===== config.mk =====
export PLATFORM = sky130hd
export DESIGN_NAME = jpip_message_header_parser_core_flat
export DESIGN_NICKNAME = d
export VERILOG_FILES = /design/src/rtl/jmhp_pkg.sv /design/src/rtl/jmhp_if.sv /design/src/rtl/jpip_message_header_parser_core.sv /design/src/flat_wrapper.sv
export SDC_FILE = /design/constraint.sdc
export NUM_CORES = 1
export LEC_CHECK = 0
export ABC_AREA = 1
export BUFFER_PORTS_ARGS = -buffer_cell sky130_fd_sc_hd__buf_2
export CORE_MARGIN = 2
export CORE_UTILIZATION = 60
export DETAILED_ROUTE_END_ITERATION = 8
export PLACE_DENSITY_LB_ADDON = 0.12
export SLEW_MARGIN = 20
export SYNTH_ARGS = -nofsm -noshare
export SYNTH_HDL_FRONTEND = slang
export SYNTH_SLANG_ARGS = --single-unit

===== constraint.sdc =====
create_clock -name clk -period 8.74 [get_ports clk]
set_input_delay 2.185 -clock clk [delete_from_list [all_inputs] [get_ports clk]]
set_output_delay 2.185 -clock clk [all_outputs]
set_load 0.03 [all_outputs]

===== src/rtl/jmhp_pkg.sv =====
// ----------------------------------------------------------------------------
// JPIP message header parser package
// Shared types, codes and constants for the header parser and its checker.
// ----------------------------------------------------------------------------
package jmhp_pkg;

  localparam int MAX_VBAS_BYTES_DEF = 9;

  localparam int ID_W   = 63;
  localparam int CLS_W  = 4;
  localparam int VAL_W  = 31;
  localparam int HLEN_W = 6;

  localparam logic [HLEN_W-1:0] HDR_LEN_MAX = 6'd63;
  localparam logic [ID_W-1:0]   CLASS_MAX   = 63'd8;

  typedef enum logic [2:0] {
    KIND_HEADER    = 3'd0,
    KIND_BODY      = 3'd1,
    KIND_BAD_IND   = 3'd2,
    KIND_VBAS_LONG = 3'd3,
    KIND_BAD_CLASS = 3'd4,
    KIND_RANGE     = 3'd5
  } kind_t;

  typedef enum logic [3:0] {
    PH_BINID   = 4'd0,
    PH_BINEXT  = 4'd1,
    PH_CLASS   = 4'd2,
    PH_CSN     = 4'd3,
    PH_OFFSET  = 4'd4,
    PH_LENGTH  = 4'd5,
    PH_AUX     = 4'd6,
    PH_BODY    = 4'd7,
    PH_EORCODE = 4'd8,
    PH_EORLEN  = 4'd9
  } phase_t;

  typedef struct packed {
    kind_t             item_kind;
    logic              is_eor;
    logic [7:0]        data_byte;
    logic [ID_W-1:0]   in_class_id;
    logic              complete_bin;
    logic [CLS_W-1:0]  class_id;
    logic [VAL_W-1:0]  codestream_id;
    logic [VAL_W-1:0]  msg_offset;
    logic [VAL_W-1:0]  msg_length;
    logic [VAL_W-1:0]  aux_value;
    logic [HLEN_W-1:0] header_length;
    logic              last_of_message;
  } res_t;

endpackage


===== src/rtl/jmhp_if.sv =====
// ----------------------------------------------------------------------------
// JPIP message header parser channels
// Valid/ready stream interfaces for input bytes and parse results.
// ----------------------------------------------------------------------------
interface jmhp_in_if;
  logic       valid;
  logic       ready;
  logic [7:0] in_byte;

  modport source (output valid, output in_byte, input ready);
  modport sink (input valid, input in_byte, output ready);
endinterface

interface jmhp_out_if;
  logic                           valid;
  logic                           ready;
  logic [2:0]                     item_kind;
  logic                           is_eor;
  logic [7:0]                     data_byte;
  logic [jmhp_pkg::ID_W-1:0]      in_class_id;
  logic                           complete_bin;
  logic [jmhp_pkg::CLS_W-1:0]     class_id;
  logic [jmhp_pkg::VAL_W-1:0]     codestream_id;
  logic [jmhp_pkg::VAL_W-1:0]     msg_offset;
  logic [jmhp_pkg::VAL_W-1:0]     msg_length;
  logic [jmhp_pkg::VAL_W-1:0]     aux_value;
  logic [jmhp_pkg::HLEN_W-1:0]    header_length;
  logic                           last_of_message;

  modport source (output valid, output item_kind, output is_eor, output data_byte,
                  output in_class_id, output complete_bin, output class_id,
                  output codestream_id, output msg_offset, output msg_length,
                  output aux_value, output header_length, output last_of_message,
                  input ready);
  modport sink (input valid, input item_kind, input is_eor, input data_byte,
                input in_class_id, input complete_bin, input class_id,
                input codestream_id, input msg_offset, input msg_length,
                input aux_value, input header_length, input last_of_message,
                output ready);
endinterface


===== src/rtl/jpip_message_header_parser_core.sv =====
// ----------------------------------------------------------------------------
// JPIP message header parser core
// Parses a JPIP response byte stream into header, body-byte and error results.
// ----------------------------------------------------------------------------
// One stream byte is taken per clock while the input is not stalled. Each byte
// is parsed by a single pass of logic from the parser state into the result
// register, so a result (header, body byte or error) appears in the cycle after
// its byte is taken; header bytes that complete no field give no result. The
// input stalls only while the result register holds a transaction that the
// sink has not taken. After an error the next byte is taken as a Bin-ID byte.
module jpip_message_header_parser_core #(
  parameter int MAX_VBAS_BYTES = jmhp_pkg::MAX_VBAS_BYTES_DEF
) (
  input  logic              clk,
  input  logic              rst_n,
  jmhp_in_if.sink           in_s,
  jmhp_out_if.source        out_s
);

  localparam int CntW = $clog2(MAX_VBAS_BYTES + 2);
  localparam logic [CntW-1:0] CntMax = CntW'(MAX_VBAS_BYTES);

  localparam int IdW  = jmhp_pkg::ID_W;
  localparam int ClsW = jmhp_pkg::CLS_W;
  localparam int ValW = jmhp_pkg::VAL_W;
  localparam int HlW  = jmhp_pkg::HLEN_W;

  jmhp_pkg::phase_t   phase_r, phase_nxt;
  logic [1:0]         ind_r, ind_nxt;
  logic [ClsW-1:0]    rem_cls_r, rem_cls_nxt;
  logic [ValW-1:0]    rem_csn_r, rem_csn_nxt;
  logic [IdW-1:0]     acc_r, acc_nxt;
  logic [CntW-1:0]    cnt_r, cnt_nxt;
  logic [IdW-1:0]     id_r, id_nxt;
  logic [ClsW-1:0]    cls_r, cls_nxt;
  logic [ValW-1:0]    csn_r, csn_nxt;
  logic [ValW-1:0]    off_r, off_nxt;
  logic [ValW-1:0]    len_r, len_nxt;
  logic [ValW-1:0]    aux_r, aux_nxt;
  logic [HlW-1:0]     hcnt_r, hcnt_nxt;
  logic [ValW-1:0]    brem_r, brem_nxt;
  logic               eor_r, eor_nxt;
  logic               cmp_r, cmp_nxt;
  logic [7:0]         code_r, code_nxt;

  logic               out_vld_r, out_vld_nxt;
  jmhp_pkg::res_t     res_r, res_nxt;

  logic               accept;
  logic               res_vld;
  logic               res_err;
  logic               res_last;
  jmhp_pkg::kind_t    res_kind;
  logic [7:0]         res_data;
  logic               do_binid;
  logic               do_class;
  logic               do_hdr;
  logic [IdW-1:0]     bin_id;
  logic [7:0]         b;
  logic [IdW-1:0]     acc_s;
  logic [CntW-1:0]    cnt_s;

  assign b      = in_s.in_byte;
  assign in_s.ready = !out_vld_r || out_s.ready;
  assign accept = in_s.valid && in_s.ready;
  assign acc_s  = {acc_r[IdW-8:0], b[6:0]};
  assign cnt_s  = cnt_r + 1'b1;

  always_comb begin
    phase_nxt   = phase_r;
    ind_nxt     = ind_r;
    rem_cls_nxt = rem_cls_r;
    rem_csn_nxt = rem_csn_r;
    acc_nxt     = acc_r;
    cnt_nxt     = cnt_r;
    id_nxt      = id_r;
    cls_nxt     = cls_r;
    csn_nxt     = csn_r;
    off_nxt     = off_r;
    len_nxt     = len_r;
    aux_nxt     = aux_r;
    hcnt_nxt    = hcnt_r;
    brem_nxt    = brem_r;
    eor_nxt     = eor_r;
    cmp_nxt     = cmp_r;
    code_nxt    = code_r;
    res_vld     = 1'b0;
    res_err     = 1'b0;
    res_last    = 1'b0;
    res_kind    = jmhp_pkg::KIND_HEADER;
    res_data    = '0;
    do_binid    = 1'b0;
    do_class    = 1'b0;
    do_hdr      = 1'b0;
    bin_id      = acc_s;

    if (phase_r == jmhp_pkg::PH_BODY) begin
      brem_nxt = brem_r - 1'b1;
      res_vld  = 1'b1;
      res_kind = jmhp_pkg::KIND_BODY;
      res_data = b;
      res_last = (brem_nxt == '0);
      if (brem_nxt == '0) begin
        phase_nxt = jmhp_pkg::PH_BINID;
      end
    end else if (phase_r == jmhp_pkg::PH_BINID) begin
      id_nxt   = '0;
      cls_nxt  = '0;
      csn_nxt  = '0;
      off_nxt  = '0;
      len_nxt  = '0;
      aux_nxt  = '0;
      eor_nxt  = 1'b0;
      cmp_nxt  = 1'b0;
      code_nxt = '0;
      ind_nxt  = '0;
      hcnt_nxt = HlW'(1);
      if (b == 8'h00) begin
        eor_nxt   = 1'b1;
        phase_nxt = jmhp_pkg::PH_EORCODE;
      end else if (b[6:5] == 2'b00) begin
        res_vld  = 1'b1;
        res_err  = 1'b1;
        res_kind = jmhp_pkg::KIND_BAD_IND;
        acc_nxt  = '0;
        cnt_nxt  = '0;
      end else begin
        ind_nxt = b[6:5];
        cmp_nxt = b[4];
        acc_nxt = IdW'(b[3:0]);
        cnt_nxt = CntW'(1);
        if (b[7]) begin
          phase_nxt = jmhp_pkg::PH_BINEXT;
        end else begin
          do_binid = 1'b1;
          bin_id   = IdW'(b[3:0]);
        end
      end
    end else begin
      if (hcnt_r != jmhp_pkg::HDR_LEN_MAX) begin
        hcnt_nxt = hcnt_r + 1'b1;
      end
      if (phase_r == jmhp_pkg::PH_EORCODE) begin
        eor_nxt   = 1'b1;
        cmp_nxt   = 1'b0;
        code_nxt  = b;
        acc_nxt   = '0;
        cnt_nxt   = '0;
        phase_nxt = jmhp_pkg::PH_EORLEN;
      end else begin
        acc_nxt = acc_s;
        cnt_nxt = cnt_s;
        if (cnt_s > CntMax) begin
          res_vld   = 1'b1;
          res_err   = 1'b1;
          res_kind  = jmhp_pkg::KIND_VBAS_LONG;
          acc_nxt   = '0;
          cnt_nxt   = '0;
          phase_nxt = jmhp_pkg::PH_BINID;
        end else if (!b[7]) begin
          acc_nxt = '0;
          cnt_nxt = '0;
          if (phase_r == jmhp_pkg::PH_BINEXT) begin
            do_binid = 1'b1;
          end else if (phase_r == jmhp_pkg::PH_CLASS) begin
            if (acc_s > jmhp_pkg::CLASS_MAX) begin
              res_vld   = 1'b1;
              res_err   = 1'b1;
              res_kind  = jmhp_pkg::KIND_BAD_CLASS;
              phase_nxt = jmhp_pkg::PH_BINID;
            end else begin
              cls_nxt     = acc_s[ClsW-1:0];
              rem_cls_nxt = acc_s[ClsW-1:0];
              do_class    = 1'b1;
            end
          end else if (|acc_s[IdW-1:ValW]) begin
            res_vld   = 1'b1;
            res_err   = 1'b1;
            res_kind  = jmhp_pkg::KIND_RANGE;
            phase_nxt = jmhp_pkg::PH_BINID;
          end else begin
            unique case (phase_r)
              jmhp_pkg::PH_CSN: begin
                csn_nxt     = acc_s[ValW-1:0];
                rem_csn_nxt = acc_s[ValW-1:0];
                phase_nxt   = jmhp_pkg::PH_OFFSET;
              end
              jmhp_pkg::PH_OFFSET: begin
                off_nxt   = acc_s[ValW-1:0];
                phase_nxt = jmhp_pkg::PH_LENGTH;
              end
              jmhp_pkg::PH_LENGTH: begin
                len_nxt = acc_s[ValW-1:0];
                if (cls_r[0]) begin
                  phase_nxt = jmhp_pkg::PH_AUX;
                end else begin
                  do_hdr = 1'b1;
                end
              end
              jmhp_pkg::PH_AUX: begin
                aux_nxt = acc_s[ValW-1:0];
                do_hdr  = 1'b1;
              end
              default: begin
                len_nxt = acc_s[ValW-1:0];
                do_hdr  = 1'b1;
              end
            endcase
          end
        end
      end
    end

    if (do_binid) begin
      id_nxt  = bin_id;
      acc_nxt = '0;
      cnt_nxt = '0;
      if (ind_nxt[1]) begin
        phase_nxt = jmhp_pkg::PH_CLASS;
      end else begin
        cls_nxt  = rem_cls_r;
        do_class = 1'b1;
      end
    end

    if (do_class) begin
      acc_nxt = '0;
      cnt_nxt = '0;
      if (ind_nxt == 2'd3) begin
        phase_nxt = jmhp_pkg::PH_CSN;
      end else begin
        csn_nxt   = rem_csn_r;
        phase_nxt = jmhp_pkg::PH_OFFSET;
      end
    end

    if (do_hdr) begin
      res_vld  = 1'b1;
      res_kind = jmhp_pkg::KIND_HEADER;
      res_data = code_nxt;
      res_last = (len_nxt == '0);
      if (len_nxt == '0) begin
        phase_nxt = jmhp_pkg::PH_BINID;
      end else begin
        brem_nxt  = len_nxt;
        phase_nxt = jmhp_pkg::PH_BODY;
      end
    end
  end

  always_comb begin
    res_nxt.item_kind       = res_kind;
    res_nxt.is_eor          = eor_nxt;
    res_nxt.data_byte       = res_data;
    res_nxt.in_class_id     = id_nxt;
    res_nxt.complete_bin    = cmp_nxt;
    res_nxt.class_id        = cls_nxt;
    res_nxt.codestream_id   = csn_nxt;
    res_nxt.msg_offset      = off_nxt;
    res_nxt.msg_length      = len_nxt;
    res_nxt.aux_value       = aux_nxt;
    res_nxt.header_length   = hcnt_nxt;
    res_nxt.last_of_message = res_last;
    if (res_err) begin
      res_nxt                 = '0;
      res_nxt.item_kind       = res_kind;
      res_nxt.last_of_message = 1'b1;
    end
  end

  always_comb begin
    if (accept) begin
      out_vld_nxt = res_vld;
    end else if (out_s.ready) begin
      out_vld_nxt = 1'b0;
    end else begin
      out_vld_nxt = out_vld_r;
    end
  end

  always_ff @(posedge clk) begin
    if (!rst_n) begin
      phase_r   <= jmhp_pkg::PH_BINID;
      ind_r     <= '0;
      rem_cls_r <= '0;
      rem_csn_r <= '0;
      acc_r     <= '0;
      cnt_r     <= '0;
      id_r      <= '0;
      cls_r     <= '0;
      csn_r     <= '0;
      off_r     <= '0;
      len_r     <= '0;
      aux_r     <= '0;
      hcnt_r    <= '0;
      brem_r    <= '0;
      eor_r     <= 1'b0;
      cmp_r     <= 1'b0;
      code_r    <= '0;
      out_vld_r <= 1'b0;
    end else begin
      out_vld_r <= out_vld_nxt;
      if (accept) begin
        phase_r   <= phase_nxt;
        ind_r     <= ind_nxt;
        rem_cls_r <= rem_cls_nxt;
        rem_csn_r <= rem_csn_nxt;
        acc_r     <= acc_nxt;
        cnt_r     <= cnt_nxt;
        id_r      <= id_nxt;
        cls_r     <= cls_nxt;
        csn_r     <= csn_nxt;
        off_r     <= off_nxt;
        len_r     <= len_nxt;
        aux_r     <= aux_nxt;
        hcnt_r    <= hcnt_nxt;
        brem_r    <= brem_nxt;
        eor_r     <= eor_nxt;
        cmp_r     <= cmp_nxt;
        code_r    <= code_nxt;
      end
    end
  end

  always_ff @(posedge clk) begin
    if (accept && res_vld) begin
      res_r <= res_nxt;
    end
  end

  assign out_s.valid           = out_vld_r;
  assign out_s.item_kind       = res_r.item_kind;
  assign out_s.is_eor          = res_r.is_eor;
  assign out_s.data_byte       = res_r.data_byte;
  assign out_s.in_class_id     = res_r.in_class_id;
  assign out_s.complete_bin    = res_r.complete_bin;
  assign out_s.class_id        = res_r.class_id;
  assign out_s.codestream_id   = res_r.codestream_id;
  assign out_s.msg_offset      = res_r.msg_offset;
  assign out_s.msg_length      = res_r.msg_length;
  assign out_s.aux_value       = res_r.aux_value;
  assign out_s.header_length   = res_r.header_length;
  assign out_s.last_of_message = res_r.last_of_message;

endmodule


===== src/flat_wrapper.sv =====
// flat-port wrapper written by rule: the top's interface ports become plain ports
module jpip_message_header_parser_core_flat 
#(
  parameter int MAX_VBAS_BYTES = jmhp_pkg::MAX_VBAS_BYTES_DEF
)
  (clk, rst_n, in_s_valid, in_s_in_byte, in_s_ready, out_s_valid, out_s_item_kind, out_s_is_eor, out_s_data_byte, out_s_in_class_id, out_s_complete_bin, out_s_class_id, out_s_codestream_id, out_s_msg_offset, out_s_msg_length, out_s_aux_value, out_s_header_length, out_s_last_of_message, out_s_ready);
  jmhp_in_if in_s_i ();
  jmhp_out_if out_s_i ();
  input  logic clk;
  input  logic rst_n;
  input wire logic [$bits(in_s_i.valid)-1:0] in_s_valid;
  input wire logic [$bits(in_s_i.in_byte)-1:0] in_s_in_byte;
  output wire logic [$bits(in_s_i.ready)-1:0] in_s_ready;
  output wire logic [$bits(out_s_i.valid)-1:0] out_s_valid;
  output wire logic [$bits(out_s_i.item_kind)-1:0] out_s_item_kind;
  output wire logic [$bits(out_s_i.is_eor)-1:0] out_s_is_eor;
  output wire logic [$bits(out_s_i.data_byte)-1:0] out_s_data_byte;
  output wire logic [$bits(out_s_i.in_class_id)-1:0] out_s_in_class_id;
  output wire logic [$bits(out_s_i.complete_bin)-1:0] out_s_complete_bin;
  output wire logic [$bits(out_s_i.class_id)-1:0] out_s_class_id;
  output wire logic [$bits(out_s_i.codestream_id)-1:0] out_s_codestream_id;
  output wire logic [$bits(out_s_i.msg_offset)-1:0] out_s_msg_offset;
  output wire logic [$bits(out_s_i.msg_length)-1:0] out_s_msg_length;
  output wire logic [$bits(out_s_i.aux_value)-1:0] out_s_aux_value;
  output wire logic [$bits(out_s_i.header_length)-1:0] out_s_header_length;
  output wire logic [$bits(out_s_i.last_of_message)-1:0] out_s_last_of_message;
  input wire logic [$bits(out_s_i.ready)-1:0] out_s_ready;
  assign in_s_i.valid = in_s_valid;
  assign in_s_i.in_byte = in_s_in_byte;
  assign in_s_ready = in_s_i.ready;
  assign out_s_valid = out_s_i.valid;
  assign out_s_item_kind = out_s_i.item_kind;
  assign out_s_is_eor = out_s_i.is_eor;
  assign out_s_data_byte = out_s_i.data_byte;
  assign out_s_in_class_id = out_s_i.in_class_id;
  assign out_s_complete_bin = out_s_i.complete_bin;
  assign out_s_class_id = out_s_i.class_id;
  assign out_s_codestream_id = out_s_i.codestream_id;
  assign out_s_msg_offset = out_s_i.msg_offset;
  assign out_s_msg_length = out_s_i.msg_length;
  assign out_s_aux_value = out_s_i.aux_value;
  assign out_s_header_length = out_s_i.header_length;
  assign out_s_last_of_message = out_s_i.last_of_message;
  assign out_s_i.ready = out_s_ready;
  jpip_message_header_parser_core #(.MAX_VBAS_BYTES(MAX_VBAS_BYTES)) u_core (.clk(clk), .rst_n(rst_n), .in_s(in_s_i), .out_s(out_s_i));
endmodule

==> reports/summary.txt, run 1 <==
status - complete, no violations
fin crit period - 5370 ps
worst r2r path cells - 17
sequential share of the synthesized area - 50.2%
Worst R2R Start - u_core.phase_r[1]
post-synthesis mux area share - 0.115%
Clk pin slew, worst setup/hold paths - 70 ps
Fin. Hold Viols - 0
Simple-Gate Fraction of Synth Area - 17.3%
DP Wirelength - 51.9 mm
Area Growth Syn to Fin - 12.7%
1st-iter DRT viols - 3197
CTS Buf Count - 56
DR WL/cell - 19.4 µm
fmax - 186 MHz
switch share - 33.6%
largest net degree at the start of global routing - 142
max cap viols - 0
crit path capture type - register
period utilization - 61.5%
first-pass GRT wire length - 124 mm
CP max stage delay - 930 ps
Setup Fix Bufs, Post-CTS - 0
DRC - 0
XOR/XNOR share of the synthesized area - 0.870%
Final Worst Setup Slack - 3370 ps
GRT Residual Overflow - 0
Longest Clk Path Bufs - 3
Adder-Cell Fraction of Synth Area - 0.239%
Mapped Cells - 3469
GRT Util Overall - 35.0%
final number of setup-violating endpoints - 0
vias in the first global route - 22539
max_slew headroom - 22.9%
min-delay src - u_core.code_r[7]
Setup WS pre-CTS - 2610 ps
Int Power - 4.86 mW
Synth Warn # - 0
Net Switching - 2.46 mW
Arrival @ worst endpoint - 5630 ps
Clock Skew - 52.4 ps
Syn Area/Cell - 7.55 µm²
critical path's slowest cell - inv_6
RSZ-0062 raised after global routing - no
final setup TNS - 0 ps
Nets - 3567
Die Wd - 213 µm
Crit. Startpoint - out_s_ready
post-synthesis register bit count - 551
Comb pwr share - 23.0%
worst slew pin tran - 1150 ps
CP required - 9000 ps
drt total wl - 81.0 mm
Cell Chain, Critical Path - buf_2 -> inv_1 -> nand2_1 -> nand2_4 -> inv_6 -> o21ai_0 -> inv_8 -> buf_12
number of H-tree levels - 2
Final Max Tran Viols - 0
worst ir drop on vdd - 0.181 mV
Pwr Density - 248 nW/µm²
Die Y - 213 µm
fraction of the mapped netlist area in compound gates - 20.8%
Clk Latency, worst-skew pair - 640 ps
Initial Utilization - 60.8%
crit path launch type - primary input
proportion of layout cells with a drive suffix above 1 - 10.7%
Clock power frac - 35.6%
Sink Count - 551
num rows - 76
# IOs - 225
Hold Path Class - reg2reg
largest family of logic cells by synthesized area - compound AO/OA/AOI/OAI gates
initial antenna violation count - 1
WHS Path Cells - 2
Syn Std Cell Area - 26200 µm²
Seq pwr share - 41.4%
core box area - 43100 µm²
Static Leak - 11.7 nW
IO Port Bufs - 224
reg2reg end - u_core.brem_r[20]
DR pass1 iterations - 8
CTS tree - built
Worst Path Max Fanout - 141
Detail Route Antenna Nets - 0
Die ar. - 45300 µm²
Vias/cell - 5.90
CTS Hold Buffers Added - 0
synth unique cells - 42
Hold Path Sink - u_core.code_r[7]
Worst R2R Setup Slack - 4290 ps
Synth Net Count - 3486
antenna diode count - 0
post-CTS sizing - 0
DR vias - 24676
Worst Setup Path Type - in2reg
clk root buf - clkbuf_16
RD Place Congestion - 1.00
-- worst max path at each step --
stage | endpoint | depth (start not counted)
2_1_floorplan | u_core.out_s.aux_value[0] | 8
3_3_place_gp | u_core.out_s.aux_value[27] | 8
3_5_place_dp | u_core.out_s.aux_value[27] | 8
4_1_cts | u_core.out_s.aux_value[14] | 8
5_1_grt | u_core.out_s.msg_offset[16] | 8
6_report | u_core.out_s.aux_value[18] | 8
-- flip-flops by register name (all words and copies together) (netlist names), 4 cells and up --
signal and cells:
u_core.acc_r 56, u_core.aux_r 31, u_core.brem_r 31, u_core.cls_r 4
u_core.cnt_r 4, u_core.code_r 8, u_core.csn_r 31, u_core.hcnt_r 6
u_core.id_r 63, u_core.len_r 31, u_core.off_r 31, u_core.out_s.aux_value 31
u_core.out_s.class_id 4, u_core.out_s.codestream_id 31, u_core.out_s.data_byte 8, u_core.out_s.header_length 6
u_core.out_s.in_class_id 63, u_core.out_s.msg_length 31, u_core.out_s.msg_offset 31, u_core.phase_r 4
u_core.rem_cls_r 4, u_core.rem_csn_r 31
-- placed cells by master, fill, tap and decap left out, types with 16 or more instances in the layout --
master / n
xor2_1: 23
inv_1: 465
nand2_1: 554
dfxtp_1: 340
o211ai_1: 39
a21oi_1: 513
nand3_1: 111
nor2_1: 410
nand4_1: 16
buf_4: 26
clkbuf_16: 57
edfxtp_1: 211
o21ai_0: 397
o22ai_1: 75
buf_2: 223
-- power by group through the flow --
stage          registers, mW  clock network (mW)  logic, mW
2_1_floorplan           3.33                   0      0.919
3_3_place_gp            3.07                   0       1.63
3_5_place_dp            3.08                   0       1.65
4_1_cts                 3.03                2.62       1.66
5_1_grt                 3.05                2.71       1.82
6_report                3.03                2.61       1.68
-- cell families after synthesis --
group,count (synthesis)
AOI/OAI and AO/OA,1040
xor gates and xnor gates,26
adders and majority gates,5
buffers and inverters,713
DFF,551
muxes,3
and+or+nand+nor,1131
-- Yosys cell counts (all sizes together) --
cell | count | area share [%]
nand2 | 560 | 8.1
a21oi | 513 | 9.8
inv | 481 | 6.9
nor2 | 420 | 6.1
o21ai | 398 | 7.6
dfxtp | 340 | 26
edfxtp | 211 | 24
clkbuf | 188 | 2.7
nand3 | 113 | 2.2
o22ai | 75 | 1.8
buf | 42 | 0.84
o211ai | 39 | 1.1
xor2 | 23 | 0.77
nand4 | 16 | 0.38
nor3 | 14 | 0.29
nor4 | 6 | 0.17
ha | 5 | 0.24
a22oi | 3 | 0.086
a32oi | 3 | 0.10
mux2i | 3 | 0.11
o31ai | 3 | 0.086
xnor2 | 3 | 0.10
clkinv | 2 | 0.029
o2111ai | 2 | 0.067
a211oi | 1 | 0.029
a31oi | 1 | 0.024
and2 | 1 | 0.024
nand3b | 1 | 0.029
o21a | 1 | 0.029
o41ai | 1 | 0.033
-- routing by layer --
| layer | wire length (µm) | vias up | global-route usage (%) |
|---|---|---|---|
| met1 | 33200 | 11603 | 48.4 |
| met4 | 2960 | 2 | 13.2 |
| met5 | 13 | - | 0 |
| met2 | 36400 | 1327 | 54.6 |
| li1 | - | 11563 | - |
| met3 | 8440 | 181 | 6.57 |
-- final cells by class --
type                            instances  area [µm²]
Sequential cell                       551       13100
Multi-Input combinational cell       2205       10400
Timing Repair Buffer                  253        1400
Tap cell                              585         732
Clock buffer                           73        1540
Fill cell                            3562       13600
Clock inverter                         33         483
Inverter                              483        1840
-- per-stage QoR --
| stage | instances | hold slack, ps | instance area, µm² | total power, mW | util (%) |
|---|---|---|---|---|---|
| 3_5_place_dp | 4075 | 457 | 27400 | 4.73 | 63.6 |
| 3_3_place_gp | 4075 | 452 | 27400 | 4.70 | 63.6 |
| 5_1_grt | 4183 | 497 | 29500 | 7.58 | 68.5 |
| 4_1_cts | 4181 | 467 | 29400 | 7.31 | 68.3 |
| 2_1_floorplan | 3469 | 440 | 26200 | 4.25 | - |
| 6_report | 4183 | 467 | 29500 | 7.32 | 68.5 |
-- critical path, delay by kind of cell --
kind / cells / cell delay, ps
AOI/OAI and AO/OA: 1 / 540
and+or+nand+nor: 2 / 580
buffers and inverters: 5 / 2210
No activity file was read; power rests on OpenSTA's default activity.
==> run 2, diff against run 1 <==
==> constraint.sdc (replaced) <==
create_clock -name clk -period 5.1 [get_ports clk]
set_input_delay 1.275 -clock clk [delete_from_list [all_inputs] [get_ports clk]]
set_output_delay 1.275 -clock clk [all_outputs]
set_load 0.03 [all_outputs]
==> run 2 against run 1 <==
Clock power increased by 60%. Critical path type is now reg2reg. Core utilization about the same. First-iteration DRC count increased by 6.6%. Critical endpoint is now u_core.brem_r[4].
==> reports/summary.txt, run 2 (same netlist as run 1, synthesis figures left out) <==
status - complete, no violations (unchanged)
Initial Utilization - 60.8% (unchanged)
Pwr Density - 417 nW/µm² (was 248 nW/µm²)
worst ir drop on vdd - 0.297 mV (was 0.181 mV)
Layout Cells excl Fill - 4196 (was 4183)
Hold Path Class - reg2reg (unchanged)
Final Worst Setup Slack - 859 ps (was 3370 ps)
worst slew pin tran - 1130 ps (was 1150 ps)
1st-iter DRT viols - 3407 (was 3197)
RD Place Congestion - 0.985 (was 1.00)
core box area - 43100 µm² (unchanged)
clk root buf - clkbuf_16 (unchanged)
max cap viols - 0 (unchanged)
Vias/cell - 5.90 (about the same)
Sink Count - 551 (unchanged)
Die Wd - 213 µm (unchanged)
DRC - 0 (unchanged)
crit-path most repeated cell - nand2_1
Int Power - 8.13 mW (was 4.86 mW)
post-CTS sizing - 0 (unchanged)
Arrival @ worst endpoint - 4690 ps (was 5630 ps)
Nets - 3582 (was 3567)
drt total wl - 82.1 mm (was 81.0 mm)
RSZ-0062 raised after global routing - no (unchanged)
largest net degree at the start of global routing - 189 (was 142)
first-pass GRT wire length - 127 mm (was 124 mm)
antenna diode count - 0 (unchanged)
Worst Setup Path Type - reg2reg (was in2reg)
CP max stage delay - 520 ps (was 930 ps)
crit path capture type - register (unchanged)
Detail Route Antenna Nets - 0 (unchanged)
GRT Residual Overflow - 0 (unchanged)
DR pass1 iterations - 8 (unchanged)
DR vias - 24766 (was 24676)
vias in the first global route - 22714 (was 22539)
Fin. Hold Viols - 0 (unchanged)
Seq pwr share - 42.2% (was 41.4%)
Static Leak - 11.7 nW (about the same)
Area Growth Syn to Fin - 12.7% (about the same)
Clock Skew - 30.1 ps (was 52.4 ps)
max_slew headroom - 24.9% (was 22.9%)
Clk pin slew, worst setup/hold paths - 70 ps (about the same)
CTS tree - built (unchanged)
Net Switching - 4.17 mW (was 2.46 mW)
most frequent cells in the layout - nand2_1, a21oi_1, inv_1 (unchanged)
fin crit period - 4240 ps
CP required - 5550 ps (was 9000 ps)
CTS Hold Buffers Added - 0 (unchanged)
fmax - 236 MHz
DR WL/cell - 19.6 µm (was 19.4 µm)
Worst Path Max Fanout - 32 (was 141)
GRT Util Overall - 35.9% (was 35.0%)
Setup Fix Bufs, Post-CTS - 0 (unchanged)
final number of setup-violating endpoints - 0 (unchanged)
crit path buf inv count - 3 (was 5)
Cell Chain, Critical Path - nor2_2 -> nand2_2 -> nor2_4 -> inv_4 -> nand2_4 -> inv_2 -> nand2_2 -> nor2_4 -> buf_4 -> nand2_1 -> nand2_1 -> nor2_1 -> nor2_1 -> nand2_1 -> nor2_1 -> nand2_1 -> nor2_2 -> nand2_4 -> nand2_4 -> nand2_1 -> nand3_1 -> a21oi_1 (was buf_2 -> inv_1 -> nand2_1 -> nand2_4 -> inv_6 -> o21ai_0 -> inv_8 -> buf_12)
CTS Buf Count - 55 (was 56)
Die Y - 213 µm (unchanged)
Die ar. - 45300 µm² (unchanged)
DP Wirelength - 53.5 mm (was 51.9 mm)
Clock power frac - 33.9% (was 35.6%)
initial antenna violation count - 3 (was 1)
Placed Cells - 4093 (was 4075)
IO Port Bufs - 224 (unchanged)
switch share - 33.9% (was 33.6%)
CP delay by family, top - simple AND/OR/NAND/NOR gates (was buffers and inverters)
Setup WS pre-CTS - 557 ps (was 2610 ps)
crit path launch type - register (was primary input)
commonest non-fill, non-tap cell in the layout - nand2_1 (unchanged)
Clk Latency, worst-skew pair - 630 ps (was 640 ps)
num rows - 76 (unchanged)
Comb pwr share - 23.8% (was 23.0%)
number of H-tree levels - 2 (unchanged)
# IOs - 225 (unchanged)
period utilization - 83.2%
Final Max Tran Viols - 0 (unchanged)
critical path's slowest cell - dfxtp_1 (was inv_6)
Longest Clk Path Bufs - 3 (unchanged)
proportion of layout cells with a drive suffix above 1 - 11.2% (was 10.7%)
run 2: final timing paths:
check	to	from	slack [ps]	cells after the start
max	u_core.brem_r[4]	u_core.phase_r[1]	860	22
min	u_core.aux_r[30]	u_core.aux_r[30]	480	2
max reg2reg	u_core.brem_r[4]	u_core.phase_r[1]	860	22
min reg2reg	u_core.aux_r[30]	u_core.aux_r[30]	480	2
run 2: worst reg2reg max path, stage by stage (launching register included):
cell	delay, ps
dfxtp_1	520
nor2_2	140
nand2_2	300
nor2_4	100
inv_4	150
nand2_4	120
inv_2	130
nand2_2	70
nor2_4	500
buf_4	290
nand2_1	60
nand2_1	60
nor2_1	70
nor2_1	120
nand2_1	60
nor2_1	130
nand2_1	90
nor2_2	130
nand2_4	260
nand2_4	440
nand2_1	140
nand3_1	110
a21oi_1	80
run 2: through the flow:
step	setup TNS (ps)	cell area (µm²)	hold WS (ps)	util, %	total power, mW
after floorplan	-152200	26200	440	-	7.27
after global placement	0	27600	452	64.2	8.10
after detailed placement	0	27600	464	64.2	8.16
after CTS	0	29500	474	68.5	12.3
after global routing	0	29500	496	68.5	12.8
final	0	29500	476	68.5	12.3
run 2: power by group through the flow:
| stage | logic [mW] | registers, mW | clock network, mW |
|---|---|---|---|
| 3_5_place_dp | 2.88 | 5.28 | 0 |
| 6_report | 2.93 | 5.20 | 4.17 |
| 5_1_grt | 3.18 | 5.22 | 4.36 |
| 4_1_cts | 2.90 | 5.19 | 4.20 |
| 2_1_floorplan | 1.58 | 5.68 | 0 |
| 3_3_place_gp | 2.83 | 5.27 | 0 |
run 2: metal layers:
metal	vias up	global-route usage (%)	part of all wire, %
met3	217	5.53	10
li1	11574	-	-
met2	1348	55.9	45
met4	4	13.8	3.7
met5	-	0	0.018
met1	11623	50.4	41
run 2: layout make-up:
cell class,instances,area [µm²]
inverters,483,1850
clock inverters,33,370
multi-input cells,2205,10400
flip-flops and latches,551,13100
well taps,585,732
fillers,3550,13600
repair buffers,269,1540
clock buffers,70,1480
